<file path="config.mk">
export PLATFORM = sky130hd
export DESIGN_NAME = properties_file_tokenizer_unit_flat
export DESIGN_NICKNAME = d
export VERILOG_FILES = /design/src/hdl/pft_pkg.sv /design/src/hdl/pft_if.sv /design/src/hdl/pft_datapath.sv /design/src/hdl/pft_ctrl.sv /design/src/hdl/properties_file_tokenizer_unit.sv /design/src/flat_wrapper.sv
export SDC_FILE = /design/constraint.sdc
export NUM_CORES = 1
export LEC_CHECK = 0
export BUFFER_PORTS_ARGS = -buffer_cell sky130_fd_sc_hd__clkbuf_2
export CORE_MARGIN = 2
export CORE_UTILIZATION = 55
export CTS_CLUSTER_DIAMETER = 200
export DETAILED_ROUTE_END_ITERATION = 10
export HOLD_SLACK_MARGIN = 0.05
export PLACE_DENSITY = 0.78
export SLEW_MARGIN = 20
export SYNTH_ARGS = -nofsm -noshare
export SYNTH_HDL_FRONTEND = slang
export SYNTH_SLANG_ARGS = --single-unit
</file>
<file path="constraint.sdc">
create_clock -name i_clk -period 4.25 [get_ports i_clk]
set_clock_uncertainty 0.1 [all_clocks]
set_input_delay 0.85 -clock i_clk [delete_from_list [all_inputs] [get_ports i_clk]]
set_output_delay 0.85 -clock i_clk [all_outputs]
set_load 0.01 [all_outputs]
</file>
<file path="src/hdl/pft_pkg.sv">
// shared types, character codes and sizes of the properties tokenizer
package pft_pkg;

    // pending blank buffer size and derived widths
    localparam int PENDING_DEPTH = 16;
    localparam int CNT_W = $clog2(PENDING_DEPTH + 1);
    localparam int IDX_W = (PENDING_DEPTH > 1) ? $clog2(PENDING_DEPTH) : 1;

    localparam int CHAR_W = 16;
    localparam int HEX_DIGITS = 4;

    // character codes
    localparam logic [CHAR_W-1:0] CH_HASH  = 16'h0023;
    localparam logic [CHAR_W-1:0] CH_BANG  = 16'h0021;
    localparam logic [CHAR_W-1:0] CH_EQ    = 16'h003D;
    localparam logic [CHAR_W-1:0] CH_COLON = 16'h003A;
    localparam logic [CHAR_W-1:0] CH_LF    = 16'h000A;
    localparam logic [CHAR_W-1:0] CH_CR    = 16'h000D;
    localparam logic [CHAR_W-1:0] CH_SP    = 16'h0020;
    localparam logic [CHAR_W-1:0] CH_TAB   = 16'h0009;
    localparam logic [CHAR_W-1:0] CH_BSL   = 16'h005C;
    localparam logic [CHAR_W-1:0] CH_LO_U  = 16'h0075;
    localparam logic [CHAR_W-1:0] CH_UP_U  = 16'h0055;
    localparam logic [CHAR_W-1:0] CH_LO_T  = 16'h0074;
    localparam logic [CHAR_W-1:0] CH_LO_N  = 16'h006E;
    localparam logic [CHAR_W-1:0] CH_LO_R  = 16'h0072;
    localparam logic [CHAR_W-1:0] CH_0     = 16'h0030;
    localparam logic [CHAR_W-1:0] CH_9     = 16'h0039;
    localparam logic [CHAR_W-1:0] CH_LO_A  = 16'h0061;
    localparam logic [CHAR_W-1:0] CH_LO_F  = 16'h0066;
    localparam logic [CHAR_W-1:0] CH_UP_A  = 16'h0041;
    localparam logic [CHAR_W-1:0] CH_UP_F  = 16'h0046;

    // token kinds
    localparam logic [1:0] KIND_KEY_CHAR   = 2'd0;
    localparam logic [1:0] KIND_KEY_END    = 2'd1;
    localparam logic [1:0] KIND_VALUE_CHAR = 2'd2;
    localparam logic [1:0] KIND_PAIR_END   = 2'd3;

    // parse phases
    localparam logic [2:0] PH_AWAIT_KEY   = 3'd0;
    localparam logic [2:0] PH_KEY         = 3'd1;
    localparam logic [2:0] PH_AWAIT_VALUE = 3'd2;
    localparam logic [2:0] PH_VALUE       = 3'd3;
    localparam logic [2:0] PH_COMMENT     = 3'd4;

    // escape phases
    localparam logic [1:0] ESC_NONE      = 2'd0;
    localparam logic [1:0] ESC_BACKSLASH = 2'd1;
    localparam logic [1:0] ESC_UNICODE   = 2'd2;

    // result slots of one input character, in emission order
    localparam int NSLOT = 5;
    localparam int SLOT_W = 3;
    localparam logic [SLOT_W-1:0] SLOT_PRE_HEX  = 3'd0;
    localparam logic [SLOT_W-1:0] SLOT_FLUSH    = 3'd1;
    localparam logic [SLOT_W-1:0] SLOT_MAIN     = 3'd2;
    localparam logic [SLOT_W-1:0] SLOT_TAIL_HEX = 3'd3;
    localparam logic [SLOT_W-1:0] SLOT_PAIR     = 3'd4;

    // emission plan of one character
    typedef struct packed {
        logic              pre_hex;
        logic [CNT_W-1:0]  flush_n;
        logic [1:0]        flush_kind;
        logic              main_en;
        logic [1:0]        main_kind;
        logic [CHAR_W-1:0] main_char;
        logic              tail_hex;
        logic              tail_pair;
        logic              ov;
        logic [CHAR_W-1:0] hex_val;
    } t_plan;

    typedef struct packed {
        logic              load;
        logic              emit;
        logic [SLOT_W-1:0] sel;
        logic [IDX_W-1:0]  fidx;
        logic              last;
    } t_dp_cmd;

    typedef struct packed {
        logic              pre_hex;
        logic [CNT_W-1:0]  flush_n;
        logic              main_en;
        logic              tail_hex;
        logic              tail_pair;
        logic              out_free;
    } t_dp_status;

endpackage

</file>
<file path="src/hdl/pft_if.sv">
// valid/ready channel interfaces for character words and token words
interface pft_in_if;
    logic        valid;
    logic        ready;
    logic [15:0] char_code;
    logic        end_of_text;

    modport source (output valid, output char_code, output end_of_text, input ready);
    modport sink (input valid, input char_code, input end_of_text, output ready);
endinterface

interface pft_out_if;
    logic        valid;
    logic        ready;
    logic [1:0]  token_kind;
    logic [15:0] out_char;
    logic        blank_overflow;
    logic        last_of_run;

    modport source (output valid, output token_kind, output out_char,
                    output blank_overflow, output last_of_run, input ready);
    modport sink (input valid, input token_kind, input out_char,
                  input blank_overflow, input last_of_run, output ready);
endinterface

</file>
<file path="src/hdl/pft_datapath.sv">
// tokenizer datapath: parse state, blank buffer, emission plan and output register
module pft_datapath
    import pft_pkg::*;
(
    input  logic              i_clk,
    input  logic              i_rst_n,
    input  logic [CHAR_W-1:0] i_char_code,
    input  logic              i_end_of_text,
    input  logic              i_out_ready,
    input  t_dp_cmd           i_cmd,
    output t_dp_status        o_st,
    output logic              o_out_valid,
    output logic [1:0]        o_token_kind,
    output logic [CHAR_W-1:0] o_out_char,
    output logic              o_blank_overflow,
    output logic              o_last_of_run
);

    logic [2:0]         r_phase, n_phase;
    logic [1:0]         r_esc, n_esc;
    logic [CHAR_W-1:0]  r_hex, n_hex;
    logic [2:0]         r_hcnt, n_hcnt;
    logic               r_cont, n_cont;
    logic               r_skip, n_skip;
    logic [CNT_W-1:0]   r_pcnt, n_pcnt;
    logic               r_ovf, n_ovf;
    logic [PENDING_DEPTH-1:0] r_blank;
    t_plan              r_plan, n_plan;

    logic               r_out_valid;
    logic [1:0]         r_kind;
    logic [CHAR_W-1:0]  r_char;
    logic               r_ov;
    logic               r_last;

    logic [CHAR_W-1:0]  c;
    logic               blank, white, brk;
    logic               ovf_set, clr_ov, do_valchar, do_plain;
    logic               wr_en, wr_tab;
    logic [IDX_W-1:0]   wr_idx;
    logic               hex_ok;
    logic [3:0]         hex_d;
    logic [CHAR_W-1:0]  esc_v;
    logic [1:0]         e_kind;
    logic [CHAR_W-1:0]  e_char;

    assign c     = i_char_code;
    assign blank = (c == CH_SP) || (c == CH_TAB);
    assign brk   = (c == CH_CR) || (c == CH_LF);
    assign white = blank || brk;

    // hex digit decode
    always_comb begin
        hex_ok = 1'b0;
        hex_d  = c[3:0];
        if (c >= CH_0 && c <= CH_9) begin
            hex_ok = 1'b1;
        end else if ((c >= CH_LO_A && c <= CH_LO_F) || (c >= CH_UP_A && c <= CH_UP_F)) begin
            hex_ok = 1'b1;
            hex_d  = c[3:0] + 4'd9;
        end
    end

    // single character escapes
    always_comb begin
        esc_v = c;
        if (c == CH_LO_T) begin
            esc_v = CH_TAB;
        end else if (c == CH_LO_N) begin
            esc_v = CH_LF;
        end else if (c == CH_LO_R) begin
            esc_v = CH_CR;
        end
    end

    // next state and emission plan of the incoming character
    always_comb begin
        n_phase    = r_phase;
        n_esc      = r_esc;
        n_hex      = r_hex;
        n_hcnt     = r_hcnt;
        n_cont     = r_cont;
        n_skip     = r_skip;
        n_pcnt     = r_pcnt;
        n_ovf      = r_ovf;
        n_plan     = '0;
        ovf_set    = 1'b0;
        clr_ov     = 1'b0;
        do_valchar = 1'b0;
        do_plain   = 1'b0;
        wr_en      = 1'b0;
        wr_tab     = (c == CH_TAB);
        wr_idx     = r_pcnt[IDX_W-1:0];

        case (r_phase)
            PH_AWAIT_KEY: begin
                if (c == CH_HASH || c == CH_BANG) begin
                    n_phase = PH_COMMENT;
                end else if (!white) begin
                    n_phase = PH_KEY;
                    n_pcnt  = '0;
                    n_plan.main_en   = 1'b1;
                    n_plan.main_kind = KIND_KEY_CHAR;
                    n_plan.main_char = c;
                end
            end
            PH_KEY: begin
                if (c == CH_EQ || c == CH_COLON) begin
                    n_pcnt  = '0;
                    n_plan.main_en   = 1'b1;
                    n_plan.main_kind = KIND_KEY_END;
                    clr_ov  = 1'b1;
                    n_phase = PH_AWAIT_VALUE;
                end else if (blank) begin
                    if (n_pcnt < CNT_W'(PENDING_DEPTH)) begin
                        wr_en  = 1'b1;
                        wr_idx = n_pcnt[IDX_W-1:0];
                        n_pcnt = n_pcnt + CNT_W'(1);
                    end else begin
                        ovf_set = 1'b1;
                    end
                end else begin
                    n_plan.flush_n    = n_pcnt;
                    n_plan.flush_kind = KIND_KEY_CHAR;
                    n_pcnt = '0;
                    n_plan.main_en   = 1'b1;
                    n_plan.main_kind = KIND_KEY_CHAR;
                    n_plan.main_char = c;
                end
            end
            PH_AWAIT_VALUE: begin
                if (brk) begin
                    n_pcnt  = '0;
                    n_plan.main_en   = 1'b1;
                    n_plan.main_kind = KIND_PAIR_END;
                    clr_ov  = 1'b1;
                    n_phase = PH_AWAIT_KEY;
                    n_esc   = ESC_NONE;
                    n_cont  = 1'b0;
                    n_skip  = 1'b0;
                end else if (!blank) begin
                    n_phase    = PH_VALUE;
                    n_esc      = ESC_NONE;
                    n_pcnt     = '0;
                    n_cont     = 1'b0;
                    n_skip     = 1'b0;
                    do_valchar = 1'b1;
                end
            end
            PH_VALUE: begin
                do_valchar = 1'b1;
            end
            default: begin
                if (brk) begin
                    n_phase = PH_AWAIT_KEY;
                end
            end
        endcase

        // value character, escape handling
        if (do_valchar) begin
            if (n_esc == ESC_BACKSLASH) begin
                n_esc = ESC_NONE;
                if (brk) begin
                    n_cont = 1'b1;
                    n_skip = (c == CH_CR);
                end else if (c == CH_LO_U || c == CH_UP_U) begin
                    n_plan.flush_n    = n_pcnt;
                    n_plan.flush_kind = KIND_VALUE_CHAR;
                    n_pcnt = '0;
                    n_esc  = ESC_UNICODE;
                    n_hex  = '0;
                    n_hcnt = '0;
                end else begin
                    n_plan.flush_n    = n_pcnt;
                    n_plan.flush_kind = KIND_VALUE_CHAR;
                    n_pcnt = '0;
                    n_plan.main_en   = 1'b1;
                    n_plan.main_kind = KIND_VALUE_CHAR;
                    n_plan.main_char = esc_v;
                end
            end else if (n_esc == ESC_UNICODE) begin
                if (hex_ok) begin
                    n_hex  = {n_hex[CHAR_W-5:0], hex_d};
                    n_hcnt = n_hcnt + 3'd1;
                    if (n_hcnt == 3'(HEX_DIGITS)) begin
                        n_plan.main_en   = 1'b1;
                        n_plan.main_kind = KIND_VALUE_CHAR;
                        n_plan.main_char = n_hex;
                        n_esc = ESC_NONE;
                    end
                end else begin
                    // non-hex ends the escape early, char is reprocessed
                    n_plan.pre_hex = 1'b1;
                    n_esc    = ESC_NONE;
                    do_plain = 1'b1;
                end
            end else begin
                do_plain = 1'b1;
            end
        end

        // plain value character
        if (do_plain) begin
            if (c == CH_BSL) begin
                n_cont = 1'b0;
                n_esc  = ESC_BACKSLASH;
            end else if (c == CH_LF && n_cont && n_skip) begin
                n_skip = 1'b0;
            end else if (brk) begin
                n_pcnt  = '0;
                n_plan.main_en   = 1'b1;
                n_plan.main_kind = KIND_PAIR_END;
                clr_ov  = 1'b1;
                n_phase = PH_AWAIT_KEY;
                n_esc   = ESC_NONE;
                n_cont  = 1'b0;
                n_skip  = 1'b0;
            end else if (n_cont && blank) begin
                n_skip = 1'b0;
            end else begin
                n_cont = 1'b0;
                if (blank) begin
                    if (n_pcnt < CNT_W'(PENDING_DEPTH)) begin
                        wr_en  = 1'b1;
                        wr_idx = n_pcnt[IDX_W-1:0];
                        n_pcnt = n_pcnt + CNT_W'(1);
                    end else begin
                        ovf_set = 1'b1;
                    end
                end else begin
                    n_plan.flush_n    = n_pcnt;
                    n_plan.flush_kind = KIND_VALUE_CHAR;
                    n_pcnt = '0;
                    n_plan.main_en   = 1'b1;
                    n_plan.main_kind = KIND_VALUE_CHAR;
                    n_plan.main_char = c;
                end
            end
        end

        // all results of one character share one overflow flag
        n_plan.ov      = r_ovf | ovf_set;
        n_ovf          = clr_ov ? 1'b0 : (r_ovf | ovf_set);
        n_plan.hex_val = n_plan.pre_hex ? r_hex : n_hex;

        // end of text: close an open value, then back to reset state
        if (i_end_of_text) begin
            if (n_phase == PH_VALUE) begin
                n_plan.tail_hex  = (n_esc == ESC_UNICODE);
                n_plan.tail_pair = 1'b1;
            end
            n_phase = PH_AWAIT_KEY;
            n_esc   = ESC_NONE;
            n_hex   = '0;
            n_hcnt  = '0;
            n_cont  = 1'b0;
            n_skip  = 1'b0;
            n_pcnt  = '0;
            n_ovf   = 1'b0;
        end
    end

    always_ff @(posedge i_clk) begin
        if (!i_rst_n) begin
            r_phase <= PH_AWAIT_KEY;
            r_esc   <= ESC_NONE;
            r_hex   <= '0;
            r_hcnt  <= '0;
            r_cont  <= 1'b0;
            r_skip  <= 1'b0;
            r_pcnt  <= '0;
            r_ovf   <= 1'b0;
        end else if (i_cmd.load) begin
            r_phase <= n_phase;
            r_esc   <= n_esc;
            r_hex   <= n_hex;
            r_hcnt  <= n_hcnt;
            r_cont  <= n_cont;
            r_skip  <= n_skip;
            r_pcnt  <= n_pcnt;
            r_ovf   <= n_ovf;
        end
    end

    // blank buffer and plan: payload, no reset
    always_ff @(posedge i_clk) begin
        if (i_cmd.load) begin
            r_plan <= n_plan;
            if (wr_en) begin
                r_blank[wr_idx] <= wr_tab;
            end
        end
    end

    // word selection by slot
    always_comb begin
        e_kind = KIND_VALUE_CHAR;
        e_char = r_plan.hex_val;
        case (i_cmd.sel)
            SLOT_FLUSH: begin
                e_kind = r_plan.flush_kind;
                e_char = r_blank[i_cmd.fidx] ? CH_TAB : CH_SP;
            end
            SLOT_MAIN: begin
                e_kind = r_plan.main_kind;
                e_char = r_plan.main_char;
            end
            SLOT_PAIR: begin
                e_kind = KIND_PAIR_END;
                e_char = '0;
            end
            default: begin
                e_kind = KIND_VALUE_CHAR;
                e_char = r_plan.hex_val;
            end
        endcase
    end

    // output register
    always_ff @(posedge i_clk) begin
        if (!i_rst_n) begin
            r_out_valid <= 1'b0;
        end else if (i_cmd.emit) begin
            r_out_valid <= 1'b1;
        end else if (i_out_ready) begin
            r_out_valid <= 1'b0;
        end
    end

    always_ff @(posedge i_clk) begin
        if (i_cmd.emit) begin
            r_kind <= e_kind;
            r_char <= e_char;
            r_ov   <= r_plan.ov;
            r_last <= i_cmd.last;
        end
    end

    assign o_st.pre_hex   = r_plan.pre_hex;
    assign o_st.flush_n   = r_plan.flush_n;
    assign o_st.main_en   = r_plan.main_en;
    assign o_st.tail_hex  = r_plan.tail_hex;
    assign o_st.tail_pair = r_plan.tail_pair;
    assign o_st.out_free  = !r_out_valid || i_out_ready;

    assign o_out_valid      = r_out_valid;
    assign o_token_kind     = r_kind;
    assign o_out_char       = r_char;
    assign o_blank_overflow = r_ov;
    assign o_last_of_run    = r_last;

endmodule

</file>
<file path="src/hdl/pft_ctrl.sv">
// tokenizer controller: accepts a character and walks its result slots
module pft_ctrl
    import pft_pkg::*;
(
    input  logic       i_clk,
    input  logic       i_rst_n,
    input  logic       i_in_valid,
    output logic       o_in_ready,
    input  t_dp_status i_st,
    output t_dp_cmd    o_cmd
);

    localparam logic ST_IDLE = 1'b0;
    localparam logic ST_RUN  = 1'b1;

    logic              r_state, n_state;
    logic              r_fresh, n_fresh;
    logic [NSLOT-1:0]  r_todo, n_todo;
    logic [CNT_W-1:0]  r_fidx, n_fidx;

    logic [NSLOT-1:0]  mask, remaining;
    logic [SLOT_W-1:0] sel;
    logic              flush_more;

    // slots still owed; first cycle of a run takes them from the fresh plan
    assign mask = r_fresh ? {i_st.tail_pair, i_st.tail_hex, i_st.main_en,
                             (i_st.flush_n != '0), i_st.pre_hex}
                          : r_todo;

    // lowest pending slot goes first
    always_comb begin
        sel = SLOT_PRE_HEX;
        for (int i = NSLOT - 1; i >= 0; i--) begin
            if (mask[i]) begin
                sel = SLOT_W'(i);
            end
        end
    end

    assign flush_more = (r_fidx + CNT_W'(1)) < i_st.flush_n;

    always_comb begin
        remaining = mask & ~(NSLOT'(1) << sel);
        if (sel == SLOT_FLUSH && flush_more) begin
            remaining = mask;
        end
    end

    assign o_in_ready = (r_state == ST_IDLE);

    always_comb begin
        n_state = r_state;
        n_fresh = r_fresh;
        n_todo  = r_todo;
        n_fidx  = r_fidx;
        o_cmd   = '0;
        o_cmd.sel  = sel;
        o_cmd.fidx = r_fidx[IDX_W-1:0];
        case (r_state)
            ST_IDLE: begin
                if (i_in_valid) begin
                    o_cmd.load = 1'b1;
                    n_state = ST_RUN;
                    n_fresh = 1'b1;
                    n_fidx  = '0;
                end
            end
            ST_RUN: begin
                n_fresh = 1'b0;
                if (mask == '0) begin
                    n_state = ST_IDLE;
                end else if (i_st.out_free) begin
                    o_cmd.emit = 1'b1;
                    o_cmd.last = (remaining == '0);
                    n_todo = remaining;
                    if (sel == SLOT_FLUSH) begin
                        n_fidx = r_fidx + CNT_W'(1);
                    end
                    if (remaining == '0) begin
                        n_state = ST_IDLE;
                    end
                end else begin
                    n_todo = mask;
                end
            end
            default: begin
                n_state = ST_IDLE;
            end
        endcase
    end

    always_ff @(posedge i_clk) begin
        if (!i_rst_n) begin
            r_state <= ST_IDLE;
            r_fresh <= 1'b0;
            r_todo  <= '0;
            r_fidx  <= '0;
        end else begin
            r_state <= n_state;
            r_fresh <= n_fresh;
            r_todo  <= n_todo;
            r_fidx  <= n_fidx;
        end
    end

    a_emit_free: assert property (@(posedge i_clk) disable iff (!i_rst_n)
        o_cmd.emit |-> i_st.out_free)
        else $error("word emitted while output register busy");

    a_idle_quiet: assert property (@(posedge i_clk) disable iff (!i_rst_n)
        (r_state == ST_IDLE) |-> !o_cmd.emit)
        else $error("word emitted while idle");

    a_flush_range: assert property (@(posedge i_clk) disable iff (!i_rst_n)
        (o_cmd.emit && o_cmd.sel == SLOT_FLUSH) |-> (r_fidx < i_st.flush_n))
        else $error("blank flush past pending count");

    a_last_idle: assert property (@(posedge i_clk) disable iff (!i_rst_n)
        (o_cmd.emit && o_cmd.last) |=> (r_state == ST_IDLE))
        else $error("controller busy after last word of a run");

endmodule

</file>
<file path="src/hdl/properties_file_tokenizer_unit.sv">
// top level of the properties text tokenizer
// Takes one UTF-16 code unit per input word and returns tagged tokens: key
// characters, key end, value characters and pair end, with comment lines and
// leading blanks skipped, value escapes (\t \n \r \\, \u with up to four hex
// digits, backslash-newline continuation) decoded and trailing spaces/tabs of
// keys and values dropped. Trailing blanks wait in a 16-entry pending buffer;
// once it is full further blanks are dropped and blank_overflow is raised on
// results until the next key end or pair end. last_of_run marks the final
// result word caused by one character. The controller handles one
// character at a time; R, the number of result words it causes (0 to 18),
// is set by how many held blanks are flushed, one per cycle while the
// output register is free, from the pending buffer. The output register
// lets the next character be taken while the final result word still
// waits. end_of_text on a character closes an open value and returns the
// parser to its reset state.
module properties_file_tokenizer_unit
    import pft_pkg::*;
(
    input  logic     i_clk,
    input  logic     i_rst_n,
    pft_in_if.sink   i_in,
    pft_out_if.source o_out
);

    t_dp_cmd    cmd;
    t_dp_status st;
    logic       in_ready;

    // sequencing of result slots
    pft_ctrl u_ctrl (
        .i_clk      (i_clk),
        .i_rst_n    (i_rst_n),
        .i_in_valid (i_in.valid),
        .o_in_ready (in_ready),
        .i_st       (st),
        .o_cmd      (cmd)
    );

    // parse state, pending blanks and output word register
    pft_datapath u_dp (
        .i_clk            (i_clk),
        .i_rst_n          (i_rst_n),
        .i_char_code      (i_in.char_code),
        .i_end_of_text    (i_in.end_of_text),
        .i_out_ready      (o_out.ready),
        .i_cmd            (cmd),
        .o_st             (st),
        .o_out_valid      (o_out.valid),
        .o_token_kind     (o_out.token_kind),
        .o_out_char       (o_out.out_char),
        .o_blank_overflow (o_out.blank_overflow),
        .o_last_of_run    (o_out.last_of_run)
    );

    // input word accepted only while controller idle
    assign i_in.ready = in_ready;

endmodule

</file>
<file path="src/flat_wrapper.sv">
// flat-port wrapper written by rule: the top's interface ports become plain ports
module properties_file_tokenizer_unit_flat import pft_pkg::*;
  (i_clk, i_rst_n, i_in_valid, i_in_char_code, i_in_end_of_text, i_in_ready, o_out_valid, o_out_token_kind, o_out_out_char, o_out_blank_overflow, o_out_last_of_run, o_out_ready);
  pft_in_if i_in_i ();
  pft_out_if o_out_i ();
  input  logic i_clk;
  input  logic i_rst_n;
  input wire logic [$bits(i_in_i.valid)-1:0] i_in_valid;
  input wire logic [$bits(i_in_i.char_code)-1:0] i_in_char_code;
  input wire logic [$bits(i_in_i.end_of_text)-1:0] i_in_end_of_text;
  output wire logic [$bits(i_in_i.ready)-1:0] i_in_ready;
  output wire logic [$bits(o_out_i.valid)-1:0] o_out_valid;
  output wire logic [$bits(o_out_i.token_kind)-1:0] o_out_token_kind;
  output wire logic [$bits(o_out_i.out_char)-1:0] o_out_out_char;
  output wire logic [$bits(o_out_i.blank_overflow)-1:0] o_out_blank_overflow;
  output wire logic [$bits(o_out_i.last_of_run)-1:0] o_out_last_of_run;
  input wire logic [$bits(o_out_i.ready)-1:0] o_out_ready;
  assign i_in_i.valid = i_in_valid;
  assign i_in_i.char_code = i_in_char_code;
  assign i_in_i.end_of_text = i_in_end_of_text;
  assign i_in_ready = i_in_i.ready;
  assign o_out_valid = o_out_i.valid;
  assign o_out_token_kind = o_out_i.token_kind;
  assign o_out_out_char = o_out_i.out_char;
  assign o_out_blank_overflow = o_out_i.blank_overflow;
  assign o_out_last_of_run = o_out_i.last_of_run;
  assign o_out_i.ready = o_out_ready;
  properties_file_tokenizer_unit u_core (.i_clk(i_clk), .i_rst_n(i_rst_n), .i_in(i_in_i), .o_out(o_out_i));
endmodule
</file>
Word level (Yosys, flattened, before mapping)
Cells that the tools add are included. Widths: inputs -> output; s select.

Add/sub/neg operators: 5. Magnitude comparators: 12. Equality and inequality tests: 31. Shift operators: 1. Multiplexer cells: 200. Bitwise gates (word level): 6. Reductions and logical operators: 31.

Operator list (number): $mux 16 (13); $mux 26 (7); $mux 19 (7); $mux 5 (25); $eq 16x7->1 const B (6); $eq 16x6->1 const B (5); $mux 1 (78); $mux 3 (26); $eq 16x4->1 const B (3); $pmux 16 s3 (1); $mux 4 (9); $ge 16x7->1 const B (2); $le 16x7->1 const B (2); $pmux 16 s2 (1); $mux 2 (15); $mux 7 (4); $mux 27 (1); $bwmux 16 (1); $ge 16x6->1 const B (1); $le 16x6->1 const B (1); $add 5x1->5 const B (3); $pmux 5 s3 (1); $eq 3x2->1 const B (4); $pmux 3 s4 (1); other kinds (38) (69).

Register bits: 127. Input port bits: 21. Word-level logic and storage cells: 314.

Logic depth before layout (Yosys ltp)
Word-level depth: 22. Gate-level depth with buffers: 13.

Hierarchy
Synthesis repeated with hierarchy kept, for this count alone.

Cells, all modules: 710. Area, all modules: 7168.1 um2.

Modules (own cells, without submodules): pft_datapath (times used 1, cells each 595, area an instance 6222.2 um2, seq. area each 3093.0 um2); pft_ctrl (times used 1, cells each 115, area an instance 945.9 um2, seq. area each 240.2 um2).

Least setup slack after synthesis
OpenSTA, ideal clock, no wires.

Path kind: in2reg. Start point: input port i_in_char_code[8]. End point: register u_core.u_dp.r_pcnt[1]. Library setup time: 123 ps. Data arrival time: 3498 ps. Data required time: 4027 ps. Path slack: 529 ps. Cell stages on the path: 12. Buffers on the path: 2. Cells stage by stage: or4_1 > clkbuf_1 > or2_0 > buf_2 > a2111oi_0 > o21ai_0 > a21oi_1 > ha_1 > nand3_1 > nor4b_1 > a21oi_1 > o21ai_0.

Word-level cells in the longest chain between the ends: 18. Elaborated cells between the ends (all ways): 73. Those cells by class: add/sub: 1; order compare: 7; eq/ne: 11; mux: 42; reduce/logical: 12.

RTL lines: from (decl) (line flat_wrapper.sv:9) `input wire logic [$bits(i_in_i.char_code)-1:0] i_in_char_code;`; $eq 16x6->1, or another cell as far along (line pft_datapath.sv:48) `assign blank = (c == CH_SP) || (c == CH_TAB);`; $logic_or 1x1->1, on equally long branches (line pft_datapath.sv:48, pft_datapath.sv:49); $logic_or 1x1->1 (line pft_datapath.sv:50) `assign white = blank || brk;`; $mux 5 (line pft_datapath.sv:99) `end else if (!white) begin`; $mux 5 (line pft_datapath.sv:97) `if (c == CH_HASH || c == CH_BANG) begin`; $pmux 5 s3 (line pft_datapath.sv:95) `case (r_phase)`; $mux 5 (line pft_datapath.sv:164) `if (brk) begin`; $mux 5 (line pft_datapath.sv:162) `if (n_esc == ESC_BACKSLASH) begin`; (+2 left out); $mux 5 (line pft_datapath.sv:224) `if (n_pcnt < CNT_W'(PENDING_DEPTH)) begin`; $mux 5 (line pft_datapath.sv:223) `if (blank) begin`; $mux 5 (line pft_datapath.sv:219) `end else if (n_cont && blank) begin`; $mux 5 (line pft_datapath.sv:210) `end else if (brk) begin`; $mux 5 (line pft_datapath.sv:208) `end else if (c == CH_LF && n_cont && n_skip) begin`; $mux 5 (line pft_datapath.sv:205) `if (c == CH_BSL) begin`; $mux 5 * (line pft_datapath.sv:204) `if (do_plain) begin`; $mux 5 * (line pft_datapath.sv:248) `if (i_end_of_text) begin`; to (signal assigned) (line pft_datapath.sv:281) `r_pcnt <= n_pcnt;`; to (decl) (line pft_datapath.sv:25) `logic [CNT_W-1:0] r_pcnt, n_pcnt;`.

Mark *: on every way between the ends. The rest lies on a longest branch, timed or not. A chain may end at the register's enable or synchronous reset.

Worst setup path after layout
Start point: input port i_in_char_code[4]. End point: register u_core.u_dp.r_blank[2] (enable).

Word-level cells in the longest chain between the ends: 18. Elaborated cells between the ends (all ways): 75. Those cells by class: order compare: 7; eq/ne: 11; mux: 44; reduce/logical: 13.

RTL lines: $eq 16x6->1, or another cell as far along (line pft_datapath.sv:48); $logic_or 1x1->1, on equally long branches (line pft_datapath.sv:48, pft_datapath.sv:49); $logic_or 1x1->1 (line pft_datapath.sv:50); $mux 5 (line pft_datapath.sv:99); $mux 5 (line pft_datapath.sv:97); $pmux 5 s3 (line pft_datapath.sv:95); $mux 5 (line pft_datapath.sv:164); $mux 5 (line pft_datapath.sv:162); (+2 left out); $mux 1 (line pft_datapath.sv:224); $mux 1 (line pft_datapath.sv:223); $mux 1 (line pft_datapath.sv:219); $mux 1 (line pft_datapath.sv:210); $mux 1 (line pft_datapath.sv:208); $mux 1 (line pft_datapath.sv:205); $mux 1 * (line pft_datapath.sv:204); $reduce_and 2->1 (no source line) *; to (signal, indexed assignment) (line pft_datapath.sv:291) `r_blank[wr_idx] <= wr_tab;`; to (decl) (line pft_datapath.sv:27) `logic [PENDING_DEPTH-1:0] r_blank;`.

Marks and branches as above.

==> results.sh <==
export IMPL_floorplan_die_width_um=115
export IMPL_detail_routed_via_count_per_cell=6.61
export IMPL_layout_min_cycle_time_ns=3.78
export IMPL_met2_usage_pct=42.5
export IMPL_grt_usage_pct=27.9
export IMPL_post_dp_hpwl_um=12700
export IMPL_worst_ep_arrival_time_ns=3.80
export IMPL_grt_pass1_vias=5190
export IMPL_crit_path_max_fanout=16
export IMPL_timing_final_setup_violations=0
export IMPL_crit_required_ns=4.27
export IMPL_design_die_area_mm2=0.0132
export IMPL_io_pins=43
export IMPL_worst_hold_slack_ns=0.345
export IMPL_initial_antenna_violation_count=0
export IMPL_layout_fillers=931
export IMPL_cts_hold_buffers=0
export IMPL_initial_utilization_pct=56.3
export IMPL_worstHoldStart="u_core.u_dp.r_plan[16]"
export IMPL_wire_length_of_the_first_global_routing_pass_um=28300
export IMPL_die_height_um=115
export IMPL_tritoncts="yes"
export IMPL_area_growth_syn_to_layout_pct=15.5
export IMPL_top_usage_layer="met2"
export IMPL_power_switching_fraction_pct=23.3
export IMPL_coreArea_mm2=0.0120
export IMPL_synth_register_bits=126
export IMPL_drtPass1Iterations=5
export IMPL_wirelength_um=17800
export IMPL_synth_lib_cells_used_distinct=79
export IMPL_port_buffer_count=42
export IMPL_post_route_drc_count=0
export IMPL_switchingPower_w=0.000708
export IMPL_finalNetCount=739
export IMPL_worst_setup_path_type="primary input to register"
export IMPL_power_frac_clock_pct=44.7
export IMPL_synthCells=648
export IMPL_synthArstFlopShare_pct=0
export IMPL_synth_warnings=0
export IMPL_post_cts_resize_count=0
export IMPL_ys_dominant_reg_cell="edfxtp_1"
export IMPL_grt_util_met3_pct=6.33
export IMPL_grt_setup_unrepaired="no"
export IMPL_root_buffer="clkbuf_16"
export IMPL_post_dp_area_mm2=0.00726
export IMPL_cts_htree_levels=4
export IMPL_p_leak_nw=2.88
export IMPL_drv_max_cap_violation_count=0
export IMPL_worstSkewPairLatency_ns=0.41
export IMPL_run_status="complete, no violations"
export IMPL_synth_yosys_seq_area_share_pct=49.3
export IMPL_synth_area_mm2=0.00677
export IMPL_worst_setup_path_start_kind="primary input"
export IMPL_ir_worst_vdd_mv=0.267
export IMPL_grtUsageMet1_pct=40.8
export IMPL_worstMarginPinSlew_ns=0.987
export IMPL_route_antenna_remaining_nets=0
export IMPL_report_final_hold_viol_count=0
export IMPL_final_period_utilization_pct=88.9
export IMPL_sequential_share_of_power_pct=46.2
export IMPL_mappedNetlistNets=683
export IMPL_cell_internal_pwr_w=0.00233
export IMPL_crit_reg2reg_launch="u_core.u_dp.r_phase[1]"
export IMPL_pwr_density_cell_mw_per_mm2=388
export IMPL_post_cts_repair_setup_buffers=0
export IMPL_rows=40
export IMPL_maxSlewViolCount=0
export IMPL_timing_hold_worst_class="register to register"
export IMPL_avgSynthCellArea_um2=10.4
export IMPL_route_detailed_wl_per_inst_um=20.6
export IMPL_synth_edff_count=81
export IMPL_cts_inserted_buffers=17
export IMPL_first_iter_violations=704
export IMPL_place_gp_congestion=1.05
export IMPL_overflow=0
export IMPL_antenna_cells=0
export IMPL_cts_clk_slew_worst_paths_ns=0.05
export IMPL_worst_setup_path_startpoint="i_in_char_code[4]"
export IMPL_cts_root_to_sink_buffers=2
export IMPL_cts_num_sinks=126
export IMPL_setup_tns_ns=0
export IMPL_fmax_ghz=0.265
export IMPL_worstSetupEndpointType="register"
export IMPL_finish_instance_area_mm2=0.00782
export IMPL_share_comb_of_total_power_pct=9.1
export IMPL_grt_start_max_net_pins=54
export IMPL_drive_gt1_share_pct=18.3
export IMPL_timing_max_slew_rel_slack_pct=34.0
export IMPL_route_vias_total=5709
-- path summary, 6_finish.rpt --
check	to	slack, ns	cells after the start
worst min-delay path	u_core.u_dp.o_blank_overflow	0.35	0
worst max register to register	u_core.u_dp.r_blank[2]	0.82	8
worst max-delay path	u_core.u_dp.r_blank[2]	0.47	9
worst min register to register	u_core.u_dp.o_blank_overflow	0.35	0
-- synthesized netlist by cell type (4+ instances only) --
library cell	n	area share, %
o211ai_1	4	0.44
nand3b_1	6	0.67
ha_1	14	2.6
nand2b_1	9	0.83
and2_1	10	0.92
a21boi_0	12	1.3
a21o_1	8	0.89
buf_2	5	0.37
or4_1	6	0.67
or2_2	6	0.55
and3_1	9	0.83
a21oi_1	32	2.4
xor2_1	4	0.52
nand4_1	6	0.55
nand3_1	21	1.6
o21a_1	4	0.44
nor4_1	20	1.8
xnor2_1	4	0.52
or3_1	6	0.55
dfxtp_1	45	13
inv_1	16	0.89
nor3_1	15	1.1
nor2b_1	14	1.3
a22o_1	56	7.2
mux4_2	5	1.7
o31ai_1	6	0.67
nand2_1	55	3.1
o21ai_0	31	2.3
edfxtp_1	81	36
mux2_2	5	0.83
nor2_1	32	1.8
clkbuf_1	31	1.7
-- power by group through the flow --
stage	clock [W]	sequential, W	combinational [W]
CTS	0.00136	0.00140	0.000273
global route	0.00143	0.00141	0.000302
finish	0.00136	0.00140	0.000276
detailed placement	0	0.00143	0.000272
global placement	0	0.00142	0.000263
floorplan	0	0.00142	0.000176
-- registers in the layout, indices dropped and copies added (netlist names), 3 cells and up --
| register | count |
|---|---|
| u_core.u_dp.r_hex | 16 |
| u_core.u_dp.r_phase | 3 |
| u_core.u_dp.r_pcnt | 5 |
| u_core.u_dp.r_blank | 16 |
| u_core.u_dp.o_out_char | 16 |
| u_core.u_dp.o_st | 9 |
| u_core.u_ctrl.r_fidx | 5 |
| u_core.u_dp.r_plan | 36 |
| u_core.u_dp.r_hcnt | 3 |
| u_core.u_ctrl.r_todo | 5 |
-- critical path, stage by stage --
cell and delay (ns):
clkbuf_2 0.19, or4_1 0.68, a2111oi_4 0.41, a21boi_1 0.19, nor3_1 0.41, nor3_1 0.10
buf_4 0.16, a31oi_2 0.65, nor4_1 0.17
-- cells by family (layout without fill, tap and decap cells) --
kind of cell / Yosys count / after routing / share of synthesized area, %
xor gates and xnor gates: 8 / 8 / 1.04
DFF: 126 / 126 / 49.3
and+or+nand+nor: 232 / 232 / 18.5
adders and majority gates: 15 / 15 / 2.74
AOI/OAI and AO/OA: 201 / 201 / 22.7
buffers and inverters: 55 / 124 / 3.14
muxes: 11 / 11 / 2.64
-- per-stage QoR --
stage               instances  setup WS, ns  power [W]  utilization, %
finish                    864         0.471    0.00304            65.1
CTS                       864         0.533    0.00304            65.1
detailed placement        832         0.160    0.00170            60.4
floorplan                 648         0.529    0.00160               -
global placement          832         0.171    0.00169            60.4
global route              864         0.210    0.00313            65.1
-- metal layers --
metal | wire, um | vias up
li1 | - | 2632
met1 | 7950 | 2756
met2 | 8110 | 286
met3 | 1400 | 35
met4 | 323 | 0
met5 | 0 | -
-- cell type report --
class	count	area (um2)	share of cell area, %
Sequential cell	126	3330	42.7
Clock inverter	13	124	1.59
Multi-Input combinational cell	467	3220	41.2
Clock buffer	19	433	5.54
Timing Repair Buffer	75	458	5.86
Inverter	17	63.8	0.817
Tap cell	147	184	2.35
-- cell usage in the layout (no fill, tap or decap), types with 14 or more instances in the layout --
cell type and count:
nor3_1 15, inv_1 16, clkbuf_16 17, o21ai_0 30
clkbuf_2 42, ha_1 14, buf_4 33, nor2b_1 14
nor2_1 32, a22o_1 56, a21oi_1 32, dfxtp_1 45
nand2_1 55, nand3_1 21, edfxtp_1 81, nor4_1 20
No activity file was read; power rests on OpenSTA's default activity.
